--- config.mk ---
export PLATFORM = sky130hd
export DESIGN_NAME = btsc_back
export DESIGN_NICKNAME = d
export VERILOG_FILES = /design/src/rtl/core/btsc_pkg.sv /design/src/rtl/core/btsc_back.sv
export SDC_FILE = /design/constraint.sdc
export NUM_CORES = 2
export LEC_CHECK = 0
export ABC_AREA = 1
export BUFFER_PORTS_ARGS = -buffer_cell sky130_fd_sc_hd__buf_2
export CAP_MARGIN = 15
export CORE_AREA = 2 2 276 223
export CTS_CLUSTER_SIZE = 8
export DETAILED_ROUTE_END_ITERATION = 8
export DIE_AREA = 0 0 278 225
export MAX_ROUTING_LAYER = met4
export PLACE_DENSITY_LB_ADDON = 0.25
export SYNTH_ARGS = -nofsm -noshare
export SYNTH_HDL_FRONTEND = slang
export SYNTH_SLANG_ARGS = --single-unit
--- constraint.sdc ---
create_clock -name clk -period 5.4 [get_ports clk]
set_clock_uncertainty 0.1 [all_clocks]
set_input_delay 0.81 -clock clk [delete_from_list [all_inputs] [get_ports clk]]
set_output_delay 0.81 -clock clk [all_outputs]
set_load 0.02 [all_outputs]
--- src/rtl/core/btsc_pkg.sv ---
// ----------------------------------------------------------------------------
// btsc_pkg
// shared types and constants of the bulk transfer session checker
// ----------------------------------------------------------------------------
package btsc_pkg;

  localparam int unsigned SectorBytes = 512;
  localparam int unsigned MaxChunk    = 1048576;
  localparam logic [63:0] SectorMask  = 64'(SectorBytes - 1);

  typedef enum logic [3:0] {
    FUNC_INFO        = 4'd1,
    FUNC_BEGIN_READ  = 4'd2,
    FUNC_BEGIN_WRITE = 4'd3,
    FUNC_READ        = 4'd4,
    FUNC_WRITE       = 4'd5,
    FUNC_ACK         = 4'd6,
    FUNC_FINISH      = 4'd7,
    FUNC_CANCEL      = 4'd8,
    FUNC_CONTEXT     = 4'd9,
    FUNC_FILL        = 4'd10,
    FUNC_REBOOT      = 4'd11
  } func_t;

  typedef enum logic [4:0] {
    ERR_NONE          = 5'd0,
    ERR_CHECKSUM      = 5'd1,
    ERR_PAYLOAD       = 5'd2,
    ERR_REBOOT_BUSY   = 5'd3,
    ERR_CONTEXT       = 5'd4,
    ERR_BUSY          = 5'd5,
    ERR_BAD_REQUEST   = 5'd6,
    ERR_MOUNTED       = 5'd7,
    ERR_RANGE         = 5'd8,
    ERR_BAD_CHUNK     = 5'd9,
    ERR_FILL_IO       = 5'd10,
    ERR_FILL_VERIFY   = 5'd11,
    ERR_IO            = 5'd12,
    ERR_SYNC          = 5'd13,
    ERR_VERIFY        = 5'd14,
    ERR_BAD_ACK       = 5'd15,
    ERR_INCOMPLETE    = 5'd16,
    ERR_UNKNOWN       = 5'd17,
    ERR_WRITE_PREPARE = 5'd18
  } err_t;

  typedef enum logic [1:0] {
    CFG_BOOT_WRITE_ALLOWED = 2'd0,
    CFG_USER_CAPACITY      = 2'd1,
    CFG_BOOT0_CAPACITY     = 2'd2,
    CFG_BOOT1_CAPACITY     = 2'd3
  } cfg_reg_t;

  typedef struct packed {
    func_t       func;
    logic        hdr_bad;
    err_t        early_err;
    logic        begin_bad;
    logic        mounted;
    logic        range_bad;
    logic        chunk_bad;
    logic        region_hi;
    logic [1:0]  region;
    logic [1:0]  flags;
    logic        psize_wr_ok;
    logic        psize_zero;
    logic        ctx_ok;
    logic        io_ok;
    logic        verify_ok;
    logic [63:0] offset;
    logic [63:0] length;
  } cmd_t;

  typedef struct packed {
    logic [3:0]  func;
    logic        status;
    err_t        err;
    logic [63:0] completed;
    logic [63:0] total;
    logic [1:0]  region;
    logic [20:0] read_bytes;
    logic        reboot;
  } reply_t;

endpackage

--- src/rtl/core/btsc_back.sv ---
// ----------------------------------------------------------------------------
// btsc_back
// session state, progress checks and reply generation
// ----------------------------------------------------------------------------
module btsc_back (
  input  logic              clk,
  input  logic              rst,
  input  logic              cmd_valid,
  input  btsc_pkg::cmd_t    cmd,
  output logic              cmd_take,
  input  logic              reply_ready,
  output logic              reply_push,
  output btsc_pkg::reply_t  reply
);

  import btsc_pkg::*;

  logic        session_active;
  logic        write_session;
  logic [1:0]  session_region;
  logic [1:0]  session_flags;
  logic [63:0] next_offset;
  logic [63:0] session_total;
  logic [63:0] bytes_completed;
  logic [63:0] bytes_remaining;
  logic [20:0] bytes_pending;

  logic        session_active_next;
  logic        write_session_next;
  logic [1:0]  session_region_next;
  logic [1:0]  session_flags_next;
  logic [63:0] next_offset_next;
  logic [63:0] session_total_next;
  logic [63:0] bytes_completed_next;
  logic [63:0] bytes_remaining_next;
  logic [20:0] bytes_pending_next;

  err_t        err;
  logic        emit;
  logic        load;
  logic        advance;
  logic        set_pending;
  logic        clear_pending;
  logic        rd_ok;
  logic        reboot;
  logic [63:0] adv;
  logic        chunk_fail;
  logic        ack_fail;
  logic        verify;

  assign cmd_take = cmd_valid && reply_ready;
  assign verify   = session_flags[1];

  assign chunk_fail = !session_active || (bytes_pending != '0) ||
                      ((cmd.func != FUNC_READ) != write_session) || cmd.chunk_bad ||
                      (cmd.offset != next_offset) || (cmd.length > bytes_remaining) ||
                      cmd.region_hi || (cmd.region != session_region) ||
                      (write_session ? !cmd.psize_wr_ok : !cmd.psize_zero);

  assign ack_fail = !session_active || write_session || (bytes_pending == '0) ||
                    (cmd.offset != next_offset + {43'b0, bytes_pending});

  always_comb begin
    err           = ERR_NONE;
    emit          = 1'b1;
    load          = 1'b0;
    advance       = 1'b0;
    set_pending   = 1'b0;
    clear_pending = 1'b0;
    rd_ok         = 1'b0;
    reboot        = 1'b0;
    if (cmd.hdr_bad) begin
      emit = 1'b0;
    end else if (cmd.early_err != ERR_NONE) begin
      err = cmd.early_err;
    end else begin
      case (cmd.func)
        FUNC_REBOOT: begin
          if (session_active) err = ERR_REBOOT_BUSY;
          else reboot = 1'b1;
        end
        FUNC_CONTEXT: begin
          if (session_active || !cmd.ctx_ok) err = ERR_CONTEXT;
        end
        FUNC_INFO: begin
          if (session_active) err = ERR_BUSY;
        end
        FUNC_BEGIN_READ, FUNC_BEGIN_WRITE: begin
          if (session_active || cmd.begin_bad) begin
            err = ERR_BAD_REQUEST;
          end else if (cmd.mounted) begin
            err = ERR_MOUNTED;
          end else if (cmd.range_bad) begin
            err = ERR_RANGE;
          end else begin
            load = 1'b1;
            if (cmd.func == FUNC_BEGIN_WRITE && !cmd.io_ok) err = ERR_WRITE_PREPARE;
          end
        end
        FUNC_READ, FUNC_WRITE, FUNC_FILL: begin
          if (chunk_fail) begin
            err = ERR_BAD_CHUNK;
          end else if (cmd.func == FUNC_FILL) begin
            if (!cmd.io_ok) err = ERR_FILL_IO;
            else if (verify && !cmd.verify_ok) err = ERR_FILL_VERIFY;
            else advance = 1'b1;
          end else if (!cmd.io_ok) begin
            err = ERR_IO;
          end else if (cmd.func == FUNC_WRITE) begin
            if (verify && !cmd.verify_ok) err = ERR_VERIFY;
            else advance = 1'b1;
          end else begin
            set_pending = 1'b1;
            rd_ok       = 1'b1;
          end
        end
        FUNC_ACK: begin
          if (ack_fail) begin
            err = ERR_BAD_ACK;
          end else begin
            advance       = 1'b1;
            clear_pending = 1'b1;
          end
        end
        FUNC_FINISH, FUNC_CANCEL: begin
          if (cmd.func == FUNC_CANCEL && !session_active) begin
            err = ERR_NONE;
          end else if (!session_active || (cmd.func == FUNC_FINISH &&
                       (bytes_pending != '0 || bytes_remaining != '0))) begin
            err = ERR_INCOMPLETE;
          end else if (write_session && !cmd.io_ok) begin
            err = ERR_SYNC;
          end else begin
            clear_pending = 1'b1;
          end
        end
        default: err = ERR_UNKNOWN;
      endcase
    end
  end

  assign adv = (cmd.func == FUNC_ACK) ? {43'b0, bytes_pending} : cmd.length;

  always_comb begin
    session_active_next  = session_active;
    write_session_next   = write_session;
    session_region_next  = session_region;
    session_flags_next   = session_flags;
    next_offset_next     = next_offset;
    session_total_next   = session_total;
    bytes_completed_next = bytes_completed;
    bytes_remaining_next = bytes_remaining;
    bytes_pending_next   = bytes_pending;
    if (load) begin
      session_active_next  = 1'b1;
      write_session_next   = cmd.func == FUNC_BEGIN_WRITE;
      session_region_next  = cmd.region;
      session_flags_next   = cmd.flags;
      next_offset_next     = cmd.offset;
      session_total_next   = cmd.length;
      bytes_completed_next = '0;
      bytes_remaining_next = cmd.length;
      bytes_pending_next   = '0;
    end
    if (advance) begin
      bytes_completed_next = bytes_completed + adv;
      next_offset_next     = next_offset + adv;
      bytes_remaining_next = bytes_remaining - adv;
    end
    if (set_pending) begin
      bytes_pending_next = cmd.length[20:0];
    end
    if (clear_pending) begin
      bytes_pending_next = '0;
    end
    // close the session on any failure, on a bad header and on a clean finish or cancel
    if (!emit || err != ERR_NONE ||
        ((cmd.func == FUNC_FINISH || cmd.func == FUNC_CANCEL) && clear_pending)) begin
      session_active_next = 1'b0;
      write_session_next  = 1'b0;
      bytes_pending_next  = '0;
    end
  end

  always_ff @(posedge clk) begin
    if (rst) begin
      session_active  <= 1'b0;
      write_session   <= 1'b0;
      session_region  <= '0;
      session_flags   <= '0;
      next_offset     <= '0;
      session_total   <= '0;
      bytes_completed <= '0;
      bytes_remaining <= '0;
      bytes_pending   <= '0;
    end else if (cmd_take) begin
      session_active  <= session_active_next;
      write_session   <= write_session_next;
      session_region  <= session_region_next;
      session_flags   <= session_flags_next;
      next_offset     <= next_offset_next;
      session_total   <= session_total_next;
      bytes_completed <= bytes_completed_next;
      bytes_remaining <= bytes_remaining_next;
      bytes_pending   <= bytes_pending_next;
    end
  end

  assign reply_push       = cmd_take && emit;
  assign reply.func       = cmd.func;
  assign reply.status     = err != ERR_NONE;
  assign reply.err        = err;
  assign reply.completed  = bytes_completed_next;
  assign reply.total      = session_total_next;
  assign reply.region     = session_region_next;
  assign reply.read_bytes = rd_ok ? cmd.length[20:0] : '0;
  assign reply.reboot     = reboot;

endmodule
Word level (Yosys, flattened, before mapping):

Index checks and enable logic that the tools add are counted.
Widths: inputs -> output; s select.

* word-level logic and storage cells: 151
* output and inout bits: 164
* input port bits: 156
* register bits: 283

* muxes and demuxes: 74
* magnitude comparators: 1
* reductions and logical operators: 47
* add/subtract/negate cells: 4
* equality and inequality tests: 16

Operators with widths (count)
* $mux 64: 8
* $add 64x64->64: 2
* $ne 64x64->1: 2
* $mux 21: 5
* $add 64x21->64: 1
* $gt 64x64->1: 1
* $reduce_bool 64->1: 1
* $sub 64x64->64: 1
* $mux 5: 10
* $mux 1: 37
* $pmux 5 s7: 1
* $mux 4: 7
* $logic_not 21->1: 1
* $reduce_bool 21->1: 1
* $logic_or 1x1->1: 18
* $eq 4x3->1 const B: 4
* $eq 4x4->1 const B: 4
* $reduce_bool 5->1: 2
* $eq 4x2->1 const B: 2
* $logic_and 1x1->1: 8
* $reduce_and 2->1: 4
* $logic_not 1->1: 6
* $mux 3: 2
* $eq 4x1->1 const B: 1
* 9 further kinds: 13

Logic depth before layout (Yosys ltp):

* depth in word-level cells: 18
* mapped depth: 33
* depth with buffers taken out: 31

Worst setup path after synthesis:

OpenSTA, ideal clock, no wires.

* kind: input to output
* start: input port cmd[150] (netlist bit)
* end: output port reply[146] (netlist bit)
* path slack: -711 ps
* data required time: 4490 ps
* buffers on the path: 2
* stages: 23
* data arrival time: 5201 ps
* cells stage by stage: inv_1 nor2_1 inv_1 nor2_1 clkbuf_1 clkbuf_1 o21ai_0 ha_1 fa_1 nand3_1 nand2_1 a31oi_1 o21ai_0 a21boi_0 inv_1 a21oi_1 o21ai_0 a21oi_1 o21ai_0 nand3_1 nand3_1 xnor2_1 o21ai_0

RTL lines
* start, declared: RTL line btsc_back.sv:9 `input btsc_pkg::cmd_t cmd,`
* end, declared: RTL line btsc_back.sv:13 `output btsc_pkg::reply_t reply`

==> key figures <==
Clock network
  • Inserted Clock Buffers: 42
  • Bufs on Longest Clock Path: 3
  • Skew-Pair Late Insertion Delay: 600 ps
  • Number of clock sinks: 282
  • CTS tree: built
  • Worst-path clk slew: 50 ps
  • CTS H-tree lvls: 2
  • Root Buffer: clkbuf_16
  • Hold_buf cts: 0

Worst setup path
  • Worst R2R Path Depth: 26
  • Crit path max fanout: 6
  • RR Endpoint: bytes_remaining[15]
  • R2R Setup Slk: 610 ps
  • CP Class: flip-flop to output port
  • Crit end category: output port
  • Worst EP required: 4490 ps
  • Crit path DAT: 4530 ps
  • Reg2reg start: bytes_pending[16]
  • Kind of start point of the critical path: flip-flop

Logic synthesis
  • Register bit total from synthesis: 282
  • Syn Nets: 5,896
  • Seq/Total Area, Yosys: 17.3%
  • Library cells used by synthesis: 66
  • Post-synth EDFFs: 0
  • Share of flip-flops with an asynchronous set or reset: 0%
  • Area leader, netlist: dfxtp_1
  • Yosys warning count: 0
  • Top post-synthesis cells by area: dfxtp_1, nand2_1, ha_1
  • Top FF cell, synth: dfxtp_1
  • Syn Inst Count: 5,462
  • Cell Area, Synth: 32,600 um^2
  • Most common cell in the netlist: nand2_1
  • Synth top cells by count: nand2_1, inv_1, nor2_1
  • Yosys top cell area share: 17.3%
  • Avg Inst Size Synth: 5.97 um^2

Status
  • Violated checks: negative setup slack
  • Status: finished, violations left

Global routing
  • Largest net degree at the start of global routing: 113
  • Vias in the first global route: 37,100
  • Initial antenna violation count: 7
  • Grt total ovfl: 0
  • First-pass GRT wire length: 211,000 um
  • Total track usage: 44.7%

Drt
  • DR DRC count: 0
  • WL final: 146,000 um
  • TritonRoute pass-1 iters: 9
  • DR WL/cell: 21.2 um
  • Starting DRT DRC Count: 5,266
  • Via count: 41,200
  • Routed Antenna Nets: 0
  • Via density: 5.98

Floorplan
  • Full die area: 62,600 um^2
  • Die height: 225 um
  • FP Rows: 80
  • Starting Density: 54.7%
  • Die width: 278 um
  • Area of the core: 59,600 um^2
  • Num ports: 320

Power
  • Clock power share: 38.2%
  • Pwr Density: 163 nW/um^2
  • VDD IR max: 0.000214 V
  • Sw power: 2.32 mW
  • Static leakage: 20.6 nW
  • Flop pwr share: 32.7%
  • Internal: 4.31 mW
  • Switching Fraction: 35.0%
  • Final Total Pwr: 6.63 mW
  • Comb power frac: 29.1%

Timing
  • Slew headroom: 32.6%
  • Fmax: 184 MHz
  • Final setup violation count: 3
  • Minimum clock period: 5440 ps
  • Worst slew pin tran: 1010 ps
  • Period utilization: 101%
  • Fin. max-slew vios: 0
  • Setup_tns: -45.6 ps
  • Final worst slack: -36.7 ps
  • Final hold vios: 0

Finish
  • # fillers: 5,286
  • Layout Cells excl Fill: 6,890
  • Syn-to-layout area delta: 25.1%
  • Layout cells sized above 1: 18.4%
  • Fin nets: 6,529
  • Core Util, Final: 68.5%

Hold path
  • Worst hold stages: 2
  • Hold_sp: session_total[61]
  • Hold crit path type: flip-flop to flip-flop
  • Hold endpoint: session_total[61]

Placed design
  • Placed Instances: 6,786
  • Routability cong.: 1.09
  • PortBufs: 318
  • Post-DP HPWL: 114,000 um

Run
  • Max-cap violations: 0
## power by group through the flow
stage          registers, mW  clock network [mW]  logic (mW)
6_report                2.17                2.53        1.93
5_1_grt                 2.17                2.59        2.06
3_3_place_gp            2.20                   0        1.67
3_5_place_dp            2.20                   0        1.69
2_1_floorplan           2.18                   0       0.981
4_1_cts                 2.16                2.51        1.73
## registers in the layout, indices dropped and copies added, names as in the netlist
name and count:
session_flags 1, bytes_completed 64, session_region 2, session_total 64, write_session 1, session_active 1
bytes_remaining 64, bytes_pending 21, next_offset 64
## worst max-delay path, stage by stage, from the launching register on
cell,delay [ps]
dfxtp_1,380
inv_1,270
nand4_1,150
nor2_1,130
nand3_1,570
inv_1,300
nand2_1,210
nor3_1,340
nand2_1,140
o31ai_2,250
buf_6,210
nand2_8,60
inv_4,80
nor2_4,50
clkinvlp_4,140
buf_12,150
buf_12,160
o22ai_1,120
buf_4,190
## layout by cell type (no fill, tap or decap), drive strengths merged, types with 12 or more instances in the layout
master,count
o21ai,427
dfxtp,282
nor3,62
xor2,165
o22ai,45
inv,897
o211ai,23
buf,742
a21boi,13
mux2i,20
o21bai,16
o31ai,12
ha,274
a211oi,79
nand3,198
nand2,1163
clkbuf,57
nor4,44
nand4,120
a21oi,483
nor2,665
a21o,23
a31oi,100
xnor2,97
o21a,23
## worst max-delay path by stage
stage / from / end / slack [ps] / cells past startpoint
2_1_floorplan: cmd[150] / reply[148] / 20 / 25
6_report: bytes_pending[11] / reply[95] / -40 / 18
3_5_place_dp: cmd[150] / reply[147] / -510 / 29
5_1_grt: bytes_pending[0] / reply[95] / -240 / 25
4_1_cts: bytes_pending[0] / reply[140] / -10 / 29
3_3_place_gp: cmd[150] / reply[147] / -410 / 29
## timing repair
item                                    in CTS  in global routing
endpoints found under the setup margin      65                 64
endpoints found under the hold margin        0                  0
gates cloned                                 2                  8
pin swaps                                   10                 59
resized for setup                          115                285
setup buffers                                9                 25
## metal layers
metal	wire, um	global-route usage, %	up-vias
li1	-	-	19400
met1	58200	58.5	18800
met2	60700	65.5	2597
met3	19100	10.3	449
met4	7950	19.6	0
met5	0	-	-
## logic make-up after synthesis
kind of cell    count (synthesis)  share of synthesized area (%)
compound gates               1285                           22.3
fa+ha+maj                     278                           10.8
flops                         282                           17.3
mux                            20                          0.614
simple gates                 2276                           29.4
xor+xnor                      262                           7.06
buf+inv                      1059                           12.6
## through the flow
stage	worst slack [ps]	hold slack, ps	cell area (um^2)
after floorplan	18.7	325	32600
after global placement	-409	336	37600
after detailed placement	-507	344	37600
after CTS	-14.2	351	39300
after global routing	-240	378	40800
final	-36.7	350	40800
## cell type report
type                       instances  area [um^2]  area share, %
clock buffer                      50         1140           2.80
inverter                         899         3390           8.31
antenna                            7         17.5         0.0429
multi-input combinational       4121        24300           59.4
timing repair buffer             749         5300           13.0
tap                              779          975           2.39
sequential                       282         5700           14.0
clock inverter                     3         33.8         0.0828
Note: power is estimated with default switching activity, not from simulation.
